--- config.mk ---
export PLATFORM = sky130hd
export DESIGN_NAME = oven_countdown_and_temperature_gauge_top
export DESIGN_NICKNAME = d
export VERILOG_FILES = /design/src/hdl/ocg_pkg.sv /design/src/hdl/ocg_temp.sv /design/src/hdl/ocg_ctrl.sv /design/src/hdl/oven_countdown_and_temperature_gauge_top.sv
export SDC_FILE = /design/constraint.sdc
export NUM_CORES = 1
export LEC_CHECK = 0
export BUFFER_PORTS_ARGS = -buffer_cell sky130_fd_sc_hd__buf_4
export CAP_MARGIN = 15
export CORE_UTILIZATION = 47
export DETAILED_ROUTE_END_ITERATION = 10
export PLACE_DENSITY_LB_ADDON = 0.08
export SLEW_MARGIN = 10
export SYNTH_ARGS = -nofsm -noshare
export SYNTH_HDL_FRONTEND = slang
export SYNTH_SLANG_ARGS = --single-unit
--- constraint.sdc ---
create_clock -name clk -period 24.3 [get_ports clk]
set_input_delay 4.86 -clock clk [delete_from_list [all_inputs] [get_ports clk]]
set_output_delay 4.86 -clock clk [all_outputs]
set_load 0.05 [all_outputs]
--- src/hdl/ocg_pkg.sv ---
// ----------------------------------------------------------------------------
// ocg_pkg
// shared types, widths and codes of the oven countdown and temperature gauge
// ----------------------------------------------------------------------------
package ocg_pkg;

	// field widths
	localparam int ACTION_W   = 3;
	localparam int ADC_W      = 10;
	localparam int SEC_W      = 8;
	localparam int TEMP_W     = 10;
	localparam int THR_W      = 10;
	localparam int DIGIT_W    = 4;

	// scaling: full scale maps to this many tenths of a degree
	localparam int TEMP_MAX   = 1000;
	localparam int PROD_W     = ADC_W + $clog2(TEMP_MAX + 1);

	// parameter defaults
	localparam int QUARTERS_PER_SECOND_DEF = 4;
	localparam int ADC_FULL_SCALE_DEF      = 1023;

	// configuration port
	localparam int CFG_IDX_W  = 2;
	localparam int CFG_DATA_W = 10;
	localparam logic [CFG_IDX_W-1:0] REG_SHORT_SECONDS = 2'd0;
	localparam logic [CFG_IDX_W-1:0] REG_LONG_SECONDS  = 2'd1;
	localparam logic [CFG_IDX_W-1:0] REG_LED_THRESHOLD = 2'd2;

	localparam logic [SEC_W-1:0] SHORT_SECONDS_RST = 8'd10;
	localparam logic [SEC_W-1:0] LONG_SECONDS_RST  = 8'd60;
	localparam logic [THR_W-1:0] LED_THRESHOLD_RST = 10'd500;

	// stream widths
	localparam int IN_TDATA_W  = 16;
	localparam int RES_W       = 2 + SEC_W + TEMP_W + 1 + 3 * DIGIT_W + 1;
	localparam int OUT_TDATA_W = 40;

	typedef enum logic [ACTION_W-1:0] {
		ACT_MODE  = 3'd0,
		ACT_START = 3'd1,
		ACT_SEC   = 3'd2,
		ACT_QTR   = 3'd3,
		ACT_ADC   = 3'd4
	} action_t;

	typedef struct packed {
		logic               led_on;
		logic [DIGIT_W-1:0] digit_tenths;
		logic [DIGIT_W-1:0] digit_units;
		logic [DIGIT_W-1:0] digit_tens;
		logic               digit_hundreds;
		logic [TEMP_W-1:0]  temperature_tenths;
		logic [SEC_W-1:0]   seconds_left;
		logic               long_mode;
		logic               running;
	} result_t;

endpackage

--- src/hdl/ocg_temp.sv ---
// ----------------------------------------------------------------------------
// ocg_temp
// input register and converter scaling pipeline: adc * 1000 / full scale
// ----------------------------------------------------------------------------
module ocg_temp #(
	parameter int ADC_FULL_SCALE = ocg_pkg::ADC_FULL_SCALE_DEF
) (
	input  logic                        clk,
	input  logic                        arst_n,
	input  logic                        in_valid,
	output logic                        in_ready,
	input  ocg_pkg::action_t            in_action,
	input  logic [ocg_pkg::ADC_W-1:0]   in_adc,
	output logic                        out_valid,
	input  logic                        out_ready,
	output ocg_pkg::action_t            out_action,
	output logic [ocg_pkg::TEMP_W-1:0]  out_temp
);
	import ocg_pkg::*;

	// reciprocal of full scale, pre-scaled by 1000 and by 2**PROD_W
	localparam longint unsigned RECIP = (longint'(TEMP_MAX) << PROD_W) / ADC_FULL_SCALE;
	localparam int RECIP_W = $clog2(RECIP + 1);
	localparam int QUO_W   = PROD_W - $clog2(ADC_FULL_SCALE + 1) + 1;
	localparam int MUL_W   = PROD_W + QUO_W;
	localparam int CMP_W   = (QUO_W > TEMP_W) ? QUO_W : TEMP_W;
	localparam logic [RECIP_W-1:0] RECIP_C = RECIP_W'(RECIP);

	logic              v_s1, v_s2, v_s3;
	logic              rdy_s1, rdy_s2, rdy_s3;
	action_t           action_s1, action_s2, action_s3;
	logic [ADC_W-1:0]  adc_s1, adc_s2;
	logic [QUO_W-1:0]  quo_s2;
	logic [TEMP_W-1:0] temp_s3;

	logic [MUL_W-1:0]  est_mul;
	logic [QUO_W-1:0]  quo_est;
	logic [PROD_W-1:0] prod, back, rem;
	logic [QUO_W-1:0]  quo_fix;
	logic [TEMP_W-1:0] temp_sat;

	assign rdy_s3   = !v_s3 || out_ready;
	assign rdy_s2   = !v_s2 || rdy_s3;
	assign rdy_s1   = !v_s1 || rdy_s2;
	assign in_ready = rdy_s1;

	// estimate, at most one below the true quotient
	assign est_mul = MUL_W'(adc_s1) * MUL_W'(RECIP_C);
	assign quo_est = est_mul[PROD_W +: QUO_W];

	// one correction step, then clamp at full scale
	assign prod = PROD_W'(adc_s2) * PROD_W'(TEMP_MAX);
	assign back = PROD_W'(quo_s2) * PROD_W'(ADC_FULL_SCALE);
	assign rem  = prod - back;
	assign quo_fix = (rem >= PROD_W'(ADC_FULL_SCALE)) ? quo_s2 + QUO_W'(1) : quo_s2;
	assign temp_sat = (CMP_W'(quo_fix) > CMP_W'(TEMP_MAX)) ?
		TEMP_W'(TEMP_MAX) : TEMP_W'(CMP_W'(quo_fix));

	always_ff @(posedge clk or negedge arst_n) begin
		if (!arst_n) begin
			v_s1 <= 1'b0;
			v_s2 <= 1'b0;
			v_s3 <= 1'b0;
		end else begin
			if (rdy_s1) v_s1 <= in_valid;
			if (rdy_s2) v_s2 <= v_s1;
			if (rdy_s3) v_s3 <= v_s2;
		end
	end

	always_ff @(posedge clk) begin
		if (rdy_s1 && in_valid) begin
			action_s1 <= in_action;
			adc_s1    <= in_adc;
		end
		if (rdy_s2 && v_s1) begin
			action_s2 <= action_s1;
			adc_s2    <= adc_s1;
			quo_s2    <= quo_est;
		end
		if (rdy_s3 && v_s2) begin
			action_s3 <= action_s2;
			temp_s3   <= temp_sat;
		end
	end

	assign out_valid  = v_s3;
	assign out_action = action_s3;
	assign out_temp   = temp_s3;

endmodule

--- src/hdl/ocg_ctrl.sv ---
// ----------------------------------------------------------------------------
// ocg_ctrl
// countdown and gauge state, configuration registers and result register
// ----------------------------------------------------------------------------
module ocg_ctrl #(
	parameter int QUARTERS_PER_SECOND = ocg_pkg::QUARTERS_PER_SECOND_DEF
) (
	input  logic                            clk,
	input  logic                            arst_n,
	input  logic                            cfg_we,
	input  logic [ocg_pkg::CFG_IDX_W-1:0]   cfg_index,
	input  logic [ocg_pkg::CFG_DATA_W-1:0]  cfg_data,
	input  logic                            in_valid,
	output logic                            in_ready,
	input  ocg_pkg::action_t                in_action,
	input  logic [ocg_pkg::TEMP_W-1:0]      in_temp,
	output logic                            out_valid,
	input  logic                            out_ready,
	output ocg_pkg::result_t                out_result
);
	import ocg_pkg::*;

	localparam int QC_W = $clog2(QUARTERS_PER_SECOND);

	// configuration
	logic [SEC_W-1:0] short_seconds_q, long_seconds_q;
	logic [THR_W-1:0] led_threshold_q;

	// state
	logic               mode_long_q, counting_q, indicator_q;
	logic [SEC_W-1:0]   remaining_q;
	logic [QC_W-1:0]    quarter_q;
	logic [TEMP_W-1:0]  temp_q;
	logic               hund_q;
	logic [DIGIT_W-1:0] tens_q, units_q, tenths_q;

	logic               mode_long_d, counting_d, indicator_d;
	logic [SEC_W-1:0]   remaining_d;
	logic [QC_W-1:0]    quarter_d;
	logic               sample_take;

	logic               out_valid_q;
	result_t            out_q;
	logic               accept;

	// decimal split of the incoming temperature, x*205>>11 is x/10 here
	logic [17:0]        deg_mul;
	logic [6:0]         deg;
	logic [14:0]        tdeg_mul;
	logic [3:0]         tdeg;
	logic [TEMP_W-1:0]  tenths_full;
	logic [6:0]         units_full;
	logic               hund_w;
	logic [DIGIT_W-1:0] tens_w, units_w, tenths_w;

	logic [SEC_W-1:0]   rem_dec;
	logic [QC_W:0]      quarter_inc;

	assign deg_mul     = 18'(in_temp) * 18'd205;
	assign deg         = deg_mul[17:11];
	assign tdeg_mul    = 15'(deg) * 15'd205;
	assign tdeg        = tdeg_mul[14:11];
	assign tenths_full = in_temp - TEMP_W'(deg) * TEMP_W'(10);
	assign units_full  = deg - 7'(tdeg) * 7'd10;
	assign tenths_w    = tenths_full[DIGIT_W-1:0];
	assign units_w     = units_full[DIGIT_W-1:0];
	assign tens_w      = (tdeg >= 4'd10) ? tdeg - 4'd10 : tdeg;
	assign hund_w      = (in_temp == TEMP_W'(TEMP_MAX));

	assign in_ready = !out_valid_q || out_ready;
	assign accept   = in_valid && in_ready;

	assign rem_dec     = (remaining_q != '0) ? remaining_q - SEC_W'(1) : remaining_q;
	assign quarter_inc = (QC_W + 1)'(quarter_q) + (QC_W + 1)'(1);

	always_comb begin
		mode_long_d = mode_long_q;
		counting_d  = counting_q;
		indicator_d = indicator_q;
		remaining_d = remaining_q;
		quarter_d   = quarter_q;
		sample_take = 1'b0;
		case (in_action)
			ACT_MODE: begin
				if (!counting_q) mode_long_d = !mode_long_q;
			end
			ACT_START: begin
				if (!counting_q) begin
					counting_d  = 1'b1;
					remaining_d = mode_long_q ? long_seconds_q : short_seconds_q;
					quarter_d   = '0;
					indicator_d = 1'b0;
				end
			end
			ACT_SEC: begin
				if (counting_q && mode_long_q) begin
					remaining_d = rem_dec;
					if (rem_dec == '0) begin
						counting_d  = 1'b0;
						indicator_d = 1'b0;
					end
				end
			end
			ACT_QTR: begin
				if (counting_q && !mode_long_q) begin
					if (quarter_inc >= (QC_W + 1)'(QUARTERS_PER_SECOND)) begin
						quarter_d   = '0;
						remaining_d = rem_dec;
						if (rem_dec == '0) begin
							counting_d  = 1'b0;
							indicator_d = 1'b0;
						end
					end else begin
						quarter_d = quarter_inc[QC_W-1:0];
					end
				end
			end
			ACT_ADC: begin
				if (counting_q) begin
					sample_take = 1'b1;
					indicator_d = (in_temp > led_threshold_q);
				end
			end
			default: begin
			end
		endcase
	end

	always_ff @(posedge clk or negedge arst_n) begin
		if (!arst_n) begin
			short_seconds_q <= SHORT_SECONDS_RST;
			long_seconds_q  <= LONG_SECONDS_RST;
			led_threshold_q <= LED_THRESHOLD_RST;
		end else if (cfg_we) begin
			unique case (cfg_index)
				REG_SHORT_SECONDS: short_seconds_q <= cfg_data[SEC_W-1:0];
				REG_LONG_SECONDS:  long_seconds_q  <= cfg_data[SEC_W-1:0];
				REG_LED_THRESHOLD: led_threshold_q <= cfg_data[THR_W-1:0];
				default: begin
				end
			endcase
		end
	end

	always_ff @(posedge clk or negedge arst_n) begin
		if (!arst_n) begin
			mode_long_q <= 1'b0;
			counting_q  <= 1'b0;
			indicator_q <= 1'b0;
			remaining_q <= '0;
			quarter_q   <= '0;
			temp_q      <= '0;
			hund_q      <= 1'b0;
			tens_q      <= '0;
			units_q     <= '0;
			tenths_q    <= '0;
			out_valid_q <= 1'b0;
		end else begin
			if (accept) begin
				mode_long_q <= mode_long_d;
				counting_q  <= counting_d;
				indicator_q <= indicator_d;
				remaining_q <= remaining_d;
				quarter_q   <= quarter_d;
				if (sample_take) begin
					temp_q   <= in_temp;
					hund_q   <= hund_w;
					tens_q   <= tens_w;
					units_q  <= units_w;
					tenths_q <= tenths_w;
				end
			end
			if (in_ready) out_valid_q <= in_valid;
		end
	end

	always_ff @(posedge clk) begin
		if (accept) begin
			out_q.running            <= counting_d;
			out_q.long_mode          <= mode_long_d;
			out_q.seconds_left       <= remaining_d;
			out_q.temperature_tenths <= sample_take ? in_temp : temp_q;
			out_q.digit_hundreds     <= sample_take ? hund_w : hund_q;
			out_q.digit_tens         <= sample_take ? tens_w : tens_q;
			out_q.digit_units        <= sample_take ? units_w : units_q;
			out_q.digit_tenths       <= sample_take ? tenths_w : tenths_q;
			out_q.led_on             <= counting_d && indicator_d;
		end
	end

	assign out_valid  = out_valid_q;
	assign out_result = out_q;

endmodule

--- src/hdl/oven_countdown_and_temperature_gauge_top.sv ---
// ----------------------------------------------------------------------------
// oven_countdown_and_temperature_gauge_top
// event-driven oven countdown with temperature gauge and over-temperature led
// ----------------------------------------------------------------------------
//  channel   dir  width  contents
//  s_*       in   16     action, adc_value
//  m_*       out  40     running, long_mode, seconds_left, temperature, digits, led
//  cfg_*     in   2+10   register index, write data
//
//  one beat per cycle sustained while m_ is not stalled; a beat's result leaves
//  through the input register, scaling estimate, scaling correction and result
//  register. state and result are written in the last stage, in beat order.
//  a stall on m_ holds back each stage only once it is full.
//  reset clears all control and countdown state, registers take reset values.
module oven_countdown_and_temperature_gauge_top #(
	parameter int QUARTERS_PER_SECOND = ocg_pkg::QUARTERS_PER_SECOND_DEF,
	parameter int ADC_FULL_SCALE      = ocg_pkg::ADC_FULL_SCALE_DEF
) (
	input  logic                              clk,
	input  logic                              arst_n,
	input  logic                              cfg_we,
	input  logic [ocg_pkg::CFG_IDX_W-1:0]     cfg_index,
	input  logic [ocg_pkg::CFG_DATA_W-1:0]    cfg_data,
	input  logic                              s_tvalid,
	output logic                              s_tready,
	// action[2:0], adc_value[12:3], zero fill
	input  logic [ocg_pkg::IN_TDATA_W-1:0]    s_tdata,
	output logic                              m_tvalid,
	input  logic                              m_tready,
	// running[0], long_mode[1], seconds_left[9:2], temperature_tenths[19:10],
	// digit_hundreds[20], digit_tens[24:21], digit_units[28:25],
	// digit_tenths[32:29], led_on[33], zero fill
	output logic [ocg_pkg::OUT_TDATA_W-1:0]   m_tdata
);
	import ocg_pkg::*;

	logic              tmp_valid, tmp_ready;
	action_t           tmp_action;
	logic [TEMP_W-1:0] tmp_temp;
	result_t           res;

	ocg_temp #(
		.ADC_FULL_SCALE (ADC_FULL_SCALE)
	) u_temp (
		.clk        (clk),
		.arst_n     (arst_n),
		.in_valid   (s_tvalid),
		.in_ready   (s_tready),
		.in_action  (action_t'(s_tdata[ACTION_W-1:0])),
		.in_adc     (s_tdata[ACTION_W +: ADC_W]),
		.out_valid  (tmp_valid),
		.out_ready  (tmp_ready),
		.out_action (tmp_action),
		.out_temp   (tmp_temp)
	);

	ocg_ctrl #(
		.QUARTERS_PER_SECOND (QUARTERS_PER_SECOND)
	) u_ctrl (
		.clk        (clk),
		.arst_n     (arst_n),
		.cfg_we     (cfg_we),
		.cfg_index  (cfg_index),
		.cfg_data   (cfg_data),
		.in_valid   (tmp_valid),
		.in_ready   (tmp_ready),
		.in_action  (tmp_action),
		.in_temp    (tmp_temp),
		.out_valid  (m_tvalid),
		.out_ready  (m_tready),
		.out_result (res)
	);

	assign m_tdata = {(OUT_TDATA_W - RES_W)'(0),
		res.led_on, res.digit_tenths, res.digit_units, res.digit_tens,
		res.digit_hundreds, res.temperature_tenths, res.seconds_left,
		res.long_mode, res.running};

endmodule

### Yosys cells after proc, flatten, opt, wreduce, memory -nomap -nowiden

Index checks and enable logic that the tools add are counted.

* flip-flop bits (word level): 149
* word-level logic and storage cells: 120
* input bits: 33

* eq/ne operators: 9
* magnitude comparators: 5
* reduce and logical (&&, ||, !) cells: 25
* muxes and demuxes: 34
* multiply operators: 7
* $add $sub $neg: 7

Operator list (number)
* 8-bit 2-to-1 mux: 6
* 10-bit by 17-bit multiplier with 27-bit output (second input constant): 1
* 8-bit case mux with 3 select lines: 1
* 20-bit by 10-bit >= comparator with 1-bit output (second input constant): 1
* 10-bit by 10-bit multiplier with 20-bit output (second input constant): 1
* 20-bit subtractor: 1
* 10-bit by 8-bit multiplier with 18-bit output (second input constant): 1
* 10-bit by 7-bit multiplier with 17-bit output (second input constant): 1
* 4-bit 2-to-1 mux: 4
* 7-bit by 8-bit multiplier with 15-bit output (second input constant): 1
* 1-bit 2-to-1 mux: 15
* 10-bit by 1-bit adder with 11-bit output (second input constant): 1
* 11-bit by 10-bit > comparator with 1-bit output (second input constant): 1
* 11-bit 2-to-1 mux: 1
* 10-bit equality test (second input constant): 1
* 10-bit > comparator: 1
* 10-bit 2-to-1 mux: 1
* 8-bit logical NOT: 1
* 8-bit nonzero test: 1
* 4-bit subtractor: 2
* 8-bit by 1-bit subtractor with 8-bit output (second input constant): 1
* 1-bit logical AND: 7
* 7-bit by 3-bit multiplier with 3-bit output (second input constant): 1
* 3-bit by 2-bit equality test with 1-bit output (second input constant): 2
* other kinds (22): 33

### Longest topological paths before layout

Gate-level depths: netlist of the first run.

* word-level depth: 8
* depth in mapped cells: 40

### Hierarchy

From an unflattened synthesis of the first run, not the netlist that was laid out.

* cells, all modules: 1586
* area total of the unflattened synthesis: 16475.8 µm²

By module, submodules not included
* ocg_temp: times used 1, cells each 872, area an instance 9157.5 µm²
* ocg_ctrl: times used 1, cells each 707, area an instance 7269.5 µm²
* oven_countdown_and_temperature_gauge_top: times used 1, cells each 7, area an instance 48.8 µm²

### Worst setup path after synthesis of the first run

Ideal clock, no wire load.

* kind: input to output
* start: input m_tready
* end: output s_tready
* cell stages on the path: 2
* buffers on the path: 0
* slack: 13.888 ns
* required time: 19.440 ns
* arrival: 5.552 ns
* cell sequence: nor2b_1 -> nand4_1

* word-level cells in the longest chain between the ends: 4

RTL lines
* start: declaration: RTL line oven_countdown_and_temperature_gauge_top.sv:29 `input logic m_tready,`
* 1-bit logical OR: RTL line ocg_ctrl.sv:70 `assign in_ready = !out_valid_q || out_ready;`
* 1-bit logical OR: RTL line ocg_temp.sv:42 `assign rdy_s3 = !v_s3 || out_ready;`
* 1-bit logical OR: RTL line ocg_temp.sv:43 `assign rdy_s2 = !v_s2 || rdy_s3;`
* 1-bit logical OR: RTL line ocg_temp.sv:44 `assign rdy_s1 = !v_s1 || rdy_s2;`
* end: declaration: RTL line oven_countdown_and_temperature_gauge_top.sv:25 `output logic s_tready,`

Every way passes these cells.

### Final worst setup path of the first run

Ends and elaborated chain as after synthesis.

==> results of run 1 <==
stage by stage:
stage	hold slack (ps)	setup slack, ps	util [%]	cells	cell area (um^2)
2_1_floorplan	400	13890	-	1547	16100
3_3_place_gp	403	13850	50.7	2038	17000
3_5_place_dp	406	13850	50.7	2038	17000
4_1_cts	420	13840	52.4	2070	17600
5_1_grt	426	13810	52.4	2070	17600
6_report	423	13850	52.4	2070	17600
final timing paths:
kind	slack, ps	depth (start not counted)	startpoint	to
worst min-delay path	420	0	u_temp.action_s2[0]	u_temp.out_action[0]
worst max-delay path	13850	4	m_tready	s_tready
max in group asynchronous	19190	1	arst_n	u_ctrl.quarter_q[0]
min in group asynchronous	4530	1	arst_n	u_ctrl.tens_q[1]
worst max register to register	14970	36	u_temp.out_temp[2]	u_ctrl.out_result[23]
worst min register to register	420	0	u_temp.action_s2[0]	u_temp.out_action[0]
metal layers:
metal  up-vias  wire [um]  global-route usage (%)
met5         -          0                       0
met3        16        645                    2.40
met1      5057      14500                    26.1
met2       115      14500                    31.1
met4         0        294                    4.07
li1       5213          -                       -
registers in the layout (all words and copies together), names as in the netlist, 2 cells and up:
name                    flops
u_ctrl.led_threshold_q     10
u_ctrl.long_seconds_q       8
u_ctrl.out_result          34
u_ctrl.quarter_q            2
u_ctrl.remaining_q          8
u_ctrl.short_seconds_q      8
u_ctrl.temp_q              10
u_ctrl.tens_q               4
u_ctrl.tenths_q             4
u_ctrl.units_q              4
u_temp.action_s1            3
u_temp.action_s2            3
u_temp.adc_s1              10
u_temp.adc_s2              10
u_temp.out_action           3
u_temp.out_temp            10
u_temp.quo_s2              10
cell usage after synthesis, types with 26 or more instances:
cell	number
nor2_1	51
a21oi_1	40
fa_1	164
xnor2_1	46
nand2_1	134
mux2_2	37
o21ai_0	53
inv_1	309
xor2_1	26
dfrtp_1	54
edfxtp_1	83
ha_1	273
cells by family after synthesis:
| family | count (synthesis) |
|---|---|
| AO/OA/AOI/OAI | 184 |
| XOR/XNOR | 73 |
| adder cells (fa/ha/maj) | 437 |
| buffers and inverters | 336 |
| flip-flops | 149 |
| multiplexers | 49 |
| other | 1 |
| AND/OR/NAND/NOR | 313 |
worst max-delay path, delay by kind of cell:
kind / cells / cell delay [ps]
and+or+nand+nor: 2 / 380
buffers and inverters: 2 / 340
cell type report:
| cell class | count | area, um^2 |
|---|---|---|
| multi-input combinational | 1062 | 10600 |
| clock buffer | 18 | 439 |
| inverter | 310 | 1160 |
| sequential | 149 | 4160 |
| fill | 3053 | 16000 |
| clock inverter | 14 | 141 |
| tap | 448 | 561 |
| timing repair buffer | 69 | 518 |
==> reports/results.tsv, run 1 <==
metric	value	unit
CP Data Arrival Time	5590	ps
Initial DRT Pass Iterations	4	
crit path kind	input port to output pin	
CTS max path bufs	2	
final worst path period share	43.0	%
nets	2079	
total gr overflow	0	
Synth Instances	1542	
CTS Buf Count	17	
crit path cell chain	buf_4, nor2b_1, nand4_1, buf_4	
Max Clock Skew	15.2	ps
endpoints failing setup	0	
xor and xnor area share after synthesis	4.06	%
largest net degree at the start of global routing	67	
largest family of logic cells by synthesized area	adder cells	
CTS root buffer	clkbuf_16	
Max Cap Violations	0	
global placer's final weighted congestion	0.831	
crit-path max FO	3	
Die Span X	187	um
setup TNS	0	ps
CP endpoint kind	output pin	
hold-fix buffers at CTS	0	
Slew @ Worst Pin	1030	ps
DRT iter0 DRCs	349	
synth warn	0	
Max Fclk	0.0957	GHz
Resized Gates After CTS	0	
vias per cell	5.02	
die footprint	34900	um^2
CP startpoint kind	input port	
die height	187	um
Cell Area, Synth	16100	um^2
asr flop ratio synth	44.3	%
final hold vios	0	
mux cell area share after synthesis	3.34	%
RSZ-0062 raised after global routing	false	
drt wl/cell	14.5	um
most frequent cells in the layout	309 x inv_1, 273 x ha_1, 164 x fa_1	
Distinct cells, synth	70	
antenna cells	0	
Final Critical Period	10450	ps
Post-DP HPWL	25000	um
adder-cell share of the synthesized area	41.7	%
Post-synth EDFFs	83	
TritonCTS clock tree	done	
CTS clk-pin slew, worst paths	60	ps
Final ANT Viol Nets	0	
Pins Over Slew Limit	0	
first-pass GRT wire length	52600	um
Post-CTS Setup Inserts	0	
clk sink count	149	
drt total wl	29900	um
syn avg cell area	10.4	um^2
critical path's slowest cell	buf_4	
dominant synthesized flop cell	edfxtp_1	
initial antenna violation count	0	
std cell rows	67	
H-tree depth	4	
Initial Util	47.8	%
clk_lat worst skew	440	ps
Buffers on Ports	65	
total track usage	18.7	%
commonest non-fill, non-tap cell in the layout	inv_1	
worst stage delay on the critical path	230	ps
I/O pin count	75	
status	finished clean	
cell mode on critical path	buf_4	
layout cells sized above 1	10.6	%
Core ar.	33600	um^2
post-synthesis compound-gate area fraction	7.69	%
top-area cell type share of the netlist area	21.3	%
Synth area leaders	ha_1 21%, fa_1 20%, edfxtp_1 16%	
vias in the first global route	10700	
largest area contributor in the netlist	ha_1	
sequential area share after synthesis	25.9	%
Slew headroom	31.4	%
layout overhead on the synthesized area	9.59	%
Critical Path RT	19440	ps
DRC violations left	0	
simple-gate share of the synthesized area	9.24	%
Vias	10400	
post-synthesis register bit count	149	
Worst Hold Class	register to register	
Power of run 1 is not shown: default switching activity piles up to over one toggle a cycle in this logic, so the estimate is an artifact.
==> run 2: changes to the inputs <==
clock period = 9.1 ns   (was 24.3 ns; I/O delays follow)
==> reports/results.tsv, run 2 (synthesis gave the netlist of run 1 again) <==
metric	value	unit
DRT iter0 DRCs	478	
CTS Buf Count	17	
largest net degree at the start of global routing	67	
Setup WS pre-CTS	198	ps
layout cells sized above 1	11.8	%
worst stage delay on the critical path	550	ps
final hold vios	0	
Max Cap Violations	0	
placed insts	2052	
Slew headroom	32.8	%
DRC violations left	0	
hold_sp	u_temp.action_s2[0]	
Final ANT Viol Nets	0	
Max Fclk	0.117	GHz
I/O pin count	75	
nets	2097	
r2r endpoint	u_temp.out_temp[3]	
commonest non-fill, non-tap cell in the layout	inv_1	
Core ar.	33600	um^2
worst reg2reg path depth	29	
critical path's slowest cell	fa_1	
clk_lat worst skew	430	ps
endpoints failing setup	0	
initial antenna violation count	0	
cell mode on critical path	fa_1	
crit-path max FO	6	
CP startpoint kind	register	
most frequent cells in the layout	309 x inv_1, 273 x ha_1, 164 x fa_1	
crit path kind	register to register	
vias in the first global route	10700	
CP endpoint kind	register	
final worst path period share	94.0	%
Slew @ Worst Pin	1010	ps
hold endpoint	u_temp.out_action[0]	
total gr overflow	0	
H-tree depth	4	
reg2reg setup slack	550	ps
Worst Hold Class	register to register	
drt total wl	30200	um
status	finished clean	
Vias	10600	
RSZ-0062 raised after global routing	false	
first-pass GRT wire length	52400	um
total track usage	18.5	%
post-layout instance count excluding filler cells	2088	
die height	187	um
Initial Util	47.8	%
drt wl/cell	14.5	um
Initial DRT Pass Iterations	6	
Critical Path RT	9280	ps
CTS clk-pin slew, worst paths	60	ps
vias per cell	5.06	
# fillers	3082	
std cell rows	67	
CTS root buffer	clkbuf_16	
clk sink count	149	
Post-DP HPWL	25200	um
Pins Over Slew Limit	0	
Max Clock Skew	14.5	ps
final setup margin	549	ps
die footprint	34900	um^2
TritonCTS clock tree	done	
setup TNS	0	ps
CTS max path bufs	2	
global placer's final weighted congestion	0.831	
FF-to-FF Start	u_temp.adc_s2[2]	
layout overhead on the synthesized area	10.4	%
Final Critical Period	8550	ps
max reg flops	34	
Hold Path Cell Cnt	0	
antenna cells	0	
Buffers on Ports	65	
Die Span X	187	um
CP Data Arrival Time	8730	ps
[run 2: per-stage QoR]
stage | util, % | hold slack, ps | area [um^2]
after global routing | 52.8 | 429 | 17700
after detailed placement | 51.0 | 405 | 17100
after global placement | 51.0 | 402 | 17100
after floorplan | - | 400 | 16100
after CTS | 52.6 | 419 | 17700
final | 52.8 | 419 | 17700
[run 2: area by class of cell]
class | instances | area [um^2] | area share [%]
Clock buffer | 17 | 425 | 2.40
Inverter | 310 | 1160 | 6.56
Clock inverter | 15 | 120 | 0.677
Tap cell | 448 | 561 | 3.16
Timing Repair Buffer | 87 | 653 | 3.68
Multi-Input combinational cell | 1062 | 10700 | 60.1
Sequential cell | 149 | 4160 | 23.4
[run 2: worst max path at each step]
stage | startpoint | to | slack (ps) | depth (start not counted)
final | u_temp.adc_s2[2] | u_temp.out_temp[3] | 550 | 29
after detailed placement | u_temp.out_temp[2] | u_ctrl.out_result[23] | 200 | 37
after global placement | u_temp.out_temp[2] | u_ctrl.out_result[23] | 270 | 37
after CTS | u_temp.out_temp[2] | u_ctrl.out_result[23] | 160 | 37
after global routing | u_temp.out_temp[2] | u_ctrl.out_result[23] | 20 | 38
after floorplan | u_temp.out_temp[2] | u_ctrl.out_result[23] | 830 | 36
[run 2: what timing repair did]
item                                    4_1_cts  5_1_grt
buffers inserted                              0        4
endpoints found under the setup margin        0        7
resized for setup                             0        7
hold buffers                                  0        0
[run 2: worst max-delay path: cells and delay by family, from the launching register on]
| kind | cells | cell delay [ps] |
|---|---|---|
| adder cells (fa/ha/maj) | 9 | 4010 |
| AO/OA/AOI/OAI | 9 | 2360 |
| AND/OR/NAND/NOR | 5 | 920 |
| flip-flops | 1 | 530 |
| XOR/XNOR | 1 | 240 |
| buffers and inverters | 5 | 230 |
[run 2: layer usage]
layer  track usage, %  share of wire, %  up-vias
met5                0                 0        -
met4             3.50              0.94        0
met3             2.46               2.3       22
met2             31.1                48      107
met1             25.9                48     5170
li1                 -                 -     5266
Power of run 2 is left out for the same reason.
==> run 3: changes to the inputs <==
PLACE_DENSITY = 0.66   (was not set)
PLACE_DENSITY_LB_ADDON = not set   (was 0.08)
==> reports/results.tsv, run 3 (synthesis gave the netlist of run 1 again) <==
metric	value	unit
CP endpoint kind	register	
Post-Layout Inst Area	17800	um^2
CTS Buf Count	17	
total track usage	18.7	%
first-pass GRT wire length	52800	um
antenna cells	0	
drt total wl	30800	um
most frequent cells in the layout	309 x inv_1, 273 x ha_1, 164 x fa_1	
CTS root buffer	clkbuf_16	
Critical Path RT	9420	ps
DRT iter0 DRCs	466	
vias per cell	5.09	
Worst Path Buf+Inv	5	
drt wl/cell	14.8	um
largest net degree at the start of global routing	67	
H-tree depth	4	
Core Util, Final	53.0	%
CTS clk-pin slew, worst paths	70	ps
cell mode on critical path	ha_1	
family with the most delay on the worst path	adder cells	
Max Cap Violations	0	
max reg flops	34	
total gr overflow	0	
Worst Hold Class	register to register	
Final Critical Period	8610	ps
Area after DPL	17100	um^2
worst stage delay on the critical path	540	ps
Vias	10600	
Max Clock Skew	10.3	ps
clk sink count	149	
status	finished clean	
critical path's slowest cell	fa_1	
I/O pin count	75	
CP startpoint kind	register	
Pins Over Slew Limit	0	
final hold vios	0	
Initial Util	47.8	%
layout cells sized above 1	11.8	%
placed insts	2048	
global placer's final weighted congestion	0.853	
Slew headroom	31.8	%
Buffers on Ports	65	
die footprint	34900	um^2
crit-path max FO	5	
layout overhead on the synthesized area	10.9	%
register area	4160	um^2
Max Fclk	0.116	GHz
initial antenna violation count	0	
# fillers	2939	
vias in the first global route	11000	
nets	2097	
die height	187	um
DRC violations left	0	
hold-fix buffers at CTS	0	
CTS max path bufs	2	
hold slack final	422	ps
Final ANT Viol Nets	0	
Core ar.	33600	um^2
post-layout instance count excluding filler cells	2088	
area of the multi-input gates	10700	um^2
Die Span X	187	um
CP Data Arrival Time	8930	ps
Slew @ Worst Pin	1020	ps
final worst path period share	94.6	%
endpoints failing setup	0	
clk_lat worst skew	440	ps
std cell rows	67	
Post-DP HPWL	25400	um
crit path kind	register to register	
commonest non-fill, non-tap cell in the layout	inv_1	
TritonCTS clock tree	done	
Initial DRT Pass Iterations	5	
run 3: worst paths after layout:
path	start	endpoint	cells past startpoint	slack, ps
hold reg to reg	u_temp.action_s1[0]	u_temp.action_s2[0]	0	420
max in group asynchronous	arst_n	u_ctrl.quarter_q[0]	1	7030
hold / removal	u_temp.action_s1[0]	u_temp.action_s2[0]	0	420
min in group asynchronous	arst_n	u_ctrl.tens_q[3]	1	1460
setup reg to reg	u_temp.out_temp[3]	u_ctrl.out_result[23]	36	490
setup / recovery	u_temp.out_temp[3]	u_ctrl.out_result[23]	36	490
run 3: through the flow:
| stage | setup slack [ps] | TNS (ps) |
|---|---|---|
| floorplan | 827 | 0 |
| global placement | 305 | 0 |
| detailed placement | 195 | 0 |
| CTS | 147 | 0 |
| global route | -75.5 | -79.9 |
| finish | 492 | 0 |
run 3: worst reg2reg max path: cells and delay by family, from the launching register on:
kind                       cells  cell delay (ps)
adders and majority gates     11             4360
muxes                          1              190
AOI/OAI and AO/OA             13             2310
and+or+nand+nor                5              530
buffers and inverters          5              390
DFF                            1              490
xor gates and xnor gates       1              210
run 3: per-layer routing:
metal  up-vias  GRT usage (%)  share of wire [%]
li1       5251              -                  -
met4         0           4.60                1.3
met3        29           2.76                2.9
met5         -              0                  0
met1      5181           24.7                 46
met2       169           32.2                 50
run 3: timing repair:
item | CTS | global route
endpoints found under the setup margin | 0 | 7
resized for setup | 0 | 9
setup buffers | 0 | 8
run 3: final cells by class:
class                           instances  share of cell area (%)
Tap cell                              448                    3.15
Multi-Input combinational cell       1062                    59.9
Clock inverter                         15                    1.08
Clock buffer                           17                    2.39
Timing Repair Buffer                   87                    3.66
Inverter                              310                    6.53
Sequential cell                       149                    23.3
Power of run 3 is left out for the same reason.
